--- config.mk ---
export PLATFORM = sky130hd
export DESIGN_NAME = yuv420_to_rgb24_crop_core
export DESIGN_NICKNAME = d
export VERILOG_FILES = /design/src/yrc_pkg.sv /design/src/yrc_window.sv /design/src/yrc_convert.sv /design/src/yuv420_to_rgb24_crop_core.sv
export SDC_FILE = /design/constraint.sdc
export NUM_CORES = 1
export LEC_CHECK = 0
export BUFFER_PORTS_ARGS = -buffer_cell sky130_fd_sc_hd__buf_2
export CORE_ASPECT_RATIO = 1.1
export CORE_MARGIN = 2
export CORE_UTILIZATION = 60
export CTS_CLUSTER_SIZE = 14
export DETAILED_ROUTE_END_ITERATION = 8
export PLACE_DENSITY = 0.78
export SLEW_MARGIN = 15
export SYNTH_ARGS = -nofsm -noshare
export SYNTH_HDL_FRONTEND = slang
export SYNTH_SLANG_ARGS = --single-unit
--- constraint.sdc ---
create_clock -name clk -period 12.15 [get_ports clk]
set_input_delay 0 -clock clk [delete_from_list [all_inputs] [get_ports clk]]
set_output_delay 0 -clock clk [all_outputs]
set_load 0.05 [all_outputs]
--- src/yrc_pkg.sv ---
// ----------------------------------------------------------------------------
// yrc_pkg
// types, constants and the channel clamp shared by the ycbcr to rgb crop core
// ----------------------------------------------------------------------------
package yrc_pkg;

	localparam int CFG_W  = 13;
	localparam int SUM_W  = 20;
	localparam int CHAN_W = 8;
	localparam int IDX_W  = 2;

	localparam logic [IDX_W-1:0] REG_CODED_WIDTH    = 2'd0;
	localparam logic [IDX_W-1:0] REG_CODED_HEIGHT   = 2'd1;
	localparam logic [IDX_W-1:0] REG_DISPLAY_WIDTH  = 2'd2;
	localparam logic [IDX_W-1:0] REG_DISPLAY_HEIGHT = 2'd3;

	localparam logic [CFG_W-1:0] CFG_RESET = 13'd16;

	localparam int Y_OFFSET = 16;
	localparam int C_OFFSET = 128;
	localparam int K_Y      = 298;
	localparam int K_RV     = 409;
	localparam int K_GU     = 100;
	localparam int K_GV     = 208;
	localparam int K_BU     = 516;
	localparam int K_ROUND  = 128;

	typedef struct packed {
		logic [7:0] luma;
		logic [7:0] chroma_blue;
		logic [7:0] chroma_red;
	} pix_t;

	typedef struct packed {
		logic [7:0] red;
		logic [7:0] green;
		logic [7:0] blue;
		logic       frame_done;
	} rgb_t;

	typedef struct packed {
		logic keep;
		logic last;
	} win_t;

	function automatic logic [CHAN_W-1:0] clamp_channel(input logic signed [SUM_W-1:0] sum);
		logic signed [SUM_W-9:0] v;
		v = (SUM_W-8)'(sum >>> 8);
		if (v < 0) begin
			return '0;
		end else if (v > (SUM_W-8)'(255)) begin
			return 8'd255;
		end else begin
			return v[CHAN_W-1:0];
		end
	endfunction

endpackage

--- src/yrc_window.sv ---
// ----------------------------------------------------------------------------
// yrc_window
// size registers, column and row counters and the display window decision
// ----------------------------------------------------------------------------
module yrc_window #(
	parameter int MAX_DIMENSION = 4096
) (
	input  logic                       clk,
	input  logic                       arst_n,
	input  logic                       cfg_write,
	input  logic [yrc_pkg::IDX_W-1:0]  cfg_index,
	input  logic [yrc_pkg::CFG_W-1:0]  cfg_data,
	input  logic                       advance,
	output yrc_pkg::win_t              win
);
	import yrc_pkg::*;

	localparam int CW    = $clog2(MAX_DIMENSION);
	localparam int CMP_W = (CW + 1 > CFG_W) ? CW + 1 : CFG_W;

	logic [CFG_W-1:0] coded_width_q, coded_height_q, display_width_q, display_height_q;
	logic [CW-1:0]    col_q, row_q;
	logic [CMP_W-1:0] cw, ch, dw, dh, col_x, row_x, col_inc, row_inc;
	logic             coded_ok, disp_ok;
	logic [CW-1:0]    col_n, row_n;

	always_ff @(posedge clk or negedge arst_n) begin
		if (!arst_n) begin
			coded_width_q    <= CFG_RESET;
			coded_height_q   <= CFG_RESET;
			display_width_q  <= CFG_RESET;
			display_height_q <= CFG_RESET;
		end else if (cfg_write) begin
			case (cfg_index)
				REG_CODED_WIDTH:    coded_width_q    <= cfg_data;
				REG_CODED_HEIGHT:   coded_height_q   <= cfg_data;
				REG_DISPLAY_WIDTH:  display_width_q  <= cfg_data;
				REG_DISPLAY_HEIGHT: display_height_q <= cfg_data;
				default: ;
			endcase
		end
	end

	always_comb begin
		cw      = CMP_W'(coded_width_q);
		ch      = CMP_W'(coded_height_q);
		dw      = CMP_W'(display_width_q);
		dh      = CMP_W'(display_height_q);
		col_x   = CMP_W'(col_q);
		row_x   = CMP_W'(row_q);
		col_inc = col_x + CMP_W'(1);
		row_inc = row_x + CMP_W'(1);

		coded_ok = (cw != '0) && (ch != '0) &&
		           (cw <= CMP_W'(MAX_DIMENSION)) && (ch <= CMP_W'(MAX_DIMENSION));
		disp_ok  = (dw != '0) && (dh != '0) && (dw <= cw) && (dh <= ch);

		win.keep = coded_ok && disp_ok && (col_x < dw) && (row_x < dh);
		win.last = (col_inc == dw) && (row_inc == dh);

		col_n = '0;
		row_n = '0;
		if (coded_ok) begin
			if (col_inc >= cw) begin
				col_n = '0;
				row_n = (row_inc >= ch) ? '0 : row_inc[CW-1:0];
			end else begin
				col_n = col_inc[CW-1:0];
				row_n = (row_x >= ch) ? '0 : row_q;
			end
		end
	end

	always_ff @(posedge clk or negedge arst_n) begin
		if (!arst_n) begin
			col_q <= '0;
			row_q <= '0;
		end else if (advance) begin
			col_q <= col_n;
			row_q <= row_n;
		end
	end

endmodule

--- src/yrc_convert.sv ---
// ----------------------------------------------------------------------------
// yrc_convert
// bt.601 integer ycbcr to rgb with rounding and clamping to eight bits
// ----------------------------------------------------------------------------
module yrc_convert (
	input  yrc_pkg::pix_t pix,
	input  logic          last,
	output yrc_pkg::rgb_t rgb
);
	import yrc_pkg::*;

	logic signed [SUM_W-1:0] c_v, d_v, e_v, yc, sum_r, sum_g, sum_b;

	always_comb begin
		c_v   = SUM_W'(pix.luma) - SUM_W'(Y_OFFSET);
		d_v   = SUM_W'(pix.chroma_blue) - SUM_W'(C_OFFSET);
		e_v   = SUM_W'(pix.chroma_red) - SUM_W'(C_OFFSET);
		yc    = c_v * SUM_W'(K_Y) + SUM_W'(K_ROUND);
		sum_r = yc + e_v * SUM_W'(K_RV);
		sum_g = yc - d_v * SUM_W'(K_GU) - e_v * SUM_W'(K_GV);
		sum_b = yc + d_v * SUM_W'(K_BU);

		rgb.red        = clamp_channel(sum_r);
		rgb.green      = clamp_channel(sum_g);
		rgb.blue       = clamp_channel(sum_b);
		rgb.frame_done = last;
	end

endmodule

--- src/yuv420_to_rgb24_crop_core.sv ---
// ----------------------------------------------------------------------------
// yuv420_to_rgb24_crop_core
// raster pixel stream to bt.601 rgb24, cropped to the top-left display window
// ----------------------------------------------------------------------------
// Takes one pixel per clock while pix_stall is low; each kept pixel is held in
// the input register, and the color math between it and the result register
// feeds rgb. Throughput is one item per clock while rgb_stall is low. Pixels
// outside the display window, or any pixel while the coded or display size is
// invalid, give no item. Size registers are written through cfg_write while
// the core is idle, a rule the user must keep; the core does not enforce it.
// They take effect on the next pixel and do not reset the counters.
module yuv420_to_rgb24_crop_core #(
	parameter int MAX_DIMENSION = 4096
) (
	input  logic                       clk,
	input  logic                       arst_n,
	input  logic                       cfg_write,
	input  logic [yrc_pkg::IDX_W-1:0]  cfg_index,
	input  logic [yrc_pkg::CFG_W-1:0]  cfg_data,
	input  logic                       pix_valid,
	output logic                       pix_stall,
	input  yrc_pkg::pix_t              pix,
	output logic                       rgb_valid,
	input  logic                       rgb_stall,
	output yrc_pkg::rgb_t              rgb
);
	import yrc_pkg::*;

	win_t  win;
	logic  pix_take, s1_move;
	logic  s1_valid;
	pix_t  pix_s1;
	logic  last_s1;
	rgb_t  rgb_n;

	assign s1_move   = s1_valid && (!rgb_valid || !rgb_stall);
	assign pix_stall = s1_valid && !s1_move;
	assign pix_take  = pix_valid && !pix_stall;

	yrc_window #(
		.MAX_DIMENSION(MAX_DIMENSION)
	) u_window (
		.clk       (clk),
		.arst_n    (arst_n),
		.cfg_write (cfg_write),
		.cfg_index (cfg_index),
		.cfg_data  (cfg_data),
		.advance   (pix_take),
		.win       (win)
	);

	always_ff @(posedge clk or negedge arst_n) begin
		if (!arst_n) begin
			s1_valid <= 1'b0;
		end else if (pix_take || s1_move) begin
			s1_valid <= pix_take && win.keep;
		end
	end

	always_ff @(posedge clk) begin
		if (pix_take) begin
			pix_s1  <= pix;
			last_s1 <= win.last;
		end
	end

	yrc_convert u_convert (
		.pix  (pix_s1),
		.last (last_s1),
		.rgb  (rgb_n)
	);

	always_ff @(posedge clk or negedge arst_n) begin
		if (!arst_n) begin
			rgb_valid <= 1'b0;
		end else if (!rgb_valid || !rgb_stall) begin
			rgb_valid <= s1_valid;
		end
	end

	always_ff @(posedge clk) begin
		if (s1_move) begin
			rgb <= rgb_n;
		end
	end

	a_no_stall_when_empty: assert property (@(posedge clk) disable iff (!arst_n)
		!s1_valid |-> !pix_stall)
		else $error("input stalled with an empty input register");

	a_out_from_s1: assert property (@(posedge clk) disable iff (!arst_n)
		$rose(rgb_valid) |-> $past(s1_valid))
		else $error("result appeared without a pending item");

	a_s1_holds: assert property (@(posedge clk) disable iff (!arst_n)
		(s1_valid && !s1_move) |=> s1_valid)
		else $error("pending item lost while output stalled");

endmodule
==> impl_results.md <==
- Reg2reg path depth: 31
- Register bit count reported by yosys: 128
- Outcome: completed
- Ant diodes: 0
- Clock Sinks: 128
- CP max stage cell: fa_1
- Vias in the first global route: 11,800
- Nets: 2,029
- Largest stage delay, worst path: 0.54 ns
- First-pass GRT wire length: 57.3 mm
- Num CTS Buffers: 17
- Final ANT Viol Nets: 0
- Hold Crit Start: cfg_index[0]
- Largest area contributor in the synthesized netlist: ha_1
- CP max FO: 13
- Ys Warns: 0
- Final Setup Violations: 0
- GP Congestion: 0.937
- Worst r2r src: pix_s1[20]
- Worst-Margin Slew: 0.993 ns
- WL per Instance: 17.5 um
- Final WL: 34.1 mm
- Share of layout cells above drive strength 1: 10.5%
- Total grt overflow: 0
- Clk root buf: clkbuf_16
- Post-Syn Area: 14,500 um^2
- Pre-antenna DRT Iters: 5
- Tcrit/Tclk final: 67.1%
- Routed via count: 11,300
- Top cells by area, synth: ha_1 (25%), dfrtp_1 (13%), edfxtp_1 (10%)
- Ys flop type: dfrtp_1
- Tot GR Track Use: 27.9%
- Initial antenna violation count: 0
- Commonest non-fill, non-tap cell in the layout: ha_1
- CTS Buffer Depth: 2
- Syn_nets: 1,908
- Mean post-synth cell area: 9.62 um^2
- Most frequent cells in the layout: ha_1 (289), inv_1 (279), xnor2_1 (76)
- Cells after Synth: 1,510
- FFs w/ async S/R, synth: 60.9%
- Endpoints failing hold: 0
- Pwr dens: 281 nW/um^2
- Startpoint Class: flop
- DIE WIDTH: 152 um
- Util after Layout: 68.5%
- CP dominant cell by count: ha_1
- Largest delay contributor family on the critical path: adder cells
- PortBufs: 70
- R2R Path End: rgb[24]
- Total power: 4.56 mW
- Setup TNS Final: 0 ns
- # rows: 59
- Worst Setup End Kind: flop
- Die ar.: 25,500 um^2
- Initial Utilization: 61.3%
- Critical Path AT: 8.45 ns
- Core area: 23,700 um^2
- Lkg Pwr: 8.13 nW
- Buffer and inverter count on the worst path: 6
- Max frequency: 123 MHz
- Hold crit path type: in2reg
- Crit path time final: 8.15 ns
- Register area share after synthesis: 23.8%
- Critical path class: reg2reg
- Worst Setup Slack, final: 4.00 ns
- Post-synth EDFFs: 50
- Flop2flop setup slack: 4.00 ns
- Die Span Y: 167 um
- CTS tree: done
- Post-Place Worst Slack: 4.01 ns
- H-Tree Depth: 4
- Max transition margin: 33.8%
- Pin count of the biggest net entering global routing: 79
- Yosys top cell area share: 24.9%
- Maxcap violations: 0
- Unrepaired setup endpoints after global routing: false
- Cell variety after synth: 73
- Ports: 71
- Clock latency on the worst-skew pair: 0.44 ns
- Hold Path End: u_window.coded_width_q[4]
- DRT iter0 DRCs: 451
- Hold Crit Depth: 5
- Layout Skew: 0.0134 ns
- Post-DR vias/cell: 5.82
- Synth-to-Final Area Change: 11.7%
- CP required: 12.45 ns
- Reg clk slew, reported paths: 0.06 ns
- Residual DRC: 0
- Slew Viols, Final: 0
- Hpwl dp: 27.2 mm
- IR drop worst, VDD: 0.311 mV
-- logic make-up (layout without fill, tap and decap cells) --
kind of cell             count (synthesis)  count (layout)  synth area share (%)
buffers and inverters                  291             425                  7.57
adder cells (fa/ha/maj)                354             354                  33.8
multiplexers                            43              43                  3.32
XOR/XNOR                               121             121                  7.68
AO/OA/AOI/OAI                          288             288                  13.2
flip-flops                             128             128                  23.8
AND/OR/NAND/NOR                        285             285                  10.6
-- worst max path at each step --
stage,end,slack (ns),from,depth (start not counted)
finish,rgb[24],4.00,pix_s1[20],31
global route,rgb[24],3.49,pix_s1[20],31
CTS,rgb[24],4.00,pix_s1[20],31
detailed placement,rgb[24],4.01,pix_s1[20],31
global placement,rgb[24],4.16,pix_s1[20],31
floorplan,rgb[17],4.49,pix_s1[20],31
-- tightest hold or removal path: cells and delay by family --
| kind | cells | cell delay [ns] |
|---|---|---|
| buf+inv | 2 | 0.31 |
| simple gates | 2 | 0.13 |
| compound gates | 1 | 0.08 |
-- flip-flops by register name, indices dropped and copies added, names as in the netlist --
signal,count
last_s1,1
pix_s1,24
rgb,25
rgb_valid,1
s1_valid,1
u_window.ch,13
u_window.coded_width_q,13
u_window.col_q,12
u_window.dh,13
u_window.display_width_q,13
u_window.row_q,12
-- routing by layer --
metal	share of wire, %	vias up	wire length, um	global-route usage (%)
met5	0	-	0	0
met2	51	262	17400	50.8
met1	41	5487	14000	32.8
met3	2.9	84	1000	2.67
met4	5.1	0	1760	14.3
li1	-	5516	-	-
-- where the power goes --
group | switching [mW] | leakage [nW] | internal [mW]
registers | 0.0577 | 1.45 | 0.553
logic | 1.96 | 6.40 | 1.46
clock network | 0.223 | 0.281 | 0.305
total | 2.24 | 8.13 | 2.32
-- metrics by stage --
step | cell area [um^2] | hold WS (ns) | std cells
2_1_floorplan | 14500 | -0.296 | 1510
3_3_place_gp | 15300 | 0.177 | 1878
3_5_place_dp | 15300 | 0.178 | 1878
4_1_cts | 16200 | 0.0890 | 1949
6_report | 16200 | 0.112 | 1949
5_1_grt | 16200 | 0.167 | 1949
-- repair_timing --
| item | CTS | global route |
|---|---|---|
| buffers inserted | 0 | 0 |
| hold endpoints to repair | 152 | 0 |
| gates resized for setup | 0 | 0 |
| hold buffers | 39 | 0 |
-- synth_stat cells, types with 8 or more instances --
master     number
inv_1         279
a21o_1         26
nor3_1         24
nor2b_1        18
ha_1          289
o21a_1         48
or2_2           8
o2111ai_1       8
mux2_2         42
a21oi_1        57
xor2_1         40
xnor2_1        76
nor4_1         20
nand4_1        18
and3_1          9
o21bai_1        8
edfxtp_1       50
fa_1           65
o21ai_0        62
dfrtp_1        74
nor2_1         42
nand2_1        61
nand2b_1        9
nand3_1        37
o211ai_1        9
-- final cells by class --
type                    count  area [um^2]
clock inverters            14          159
flip-flops and latches    128         3460
well taps                 305          382
inverters                 279         1050
repair buffers            114          781
fillers                  1822         7460
multi-input cells        1091         9980
clock buffers              18          429
Note: power is estimated with default switching activity, not from simulation.
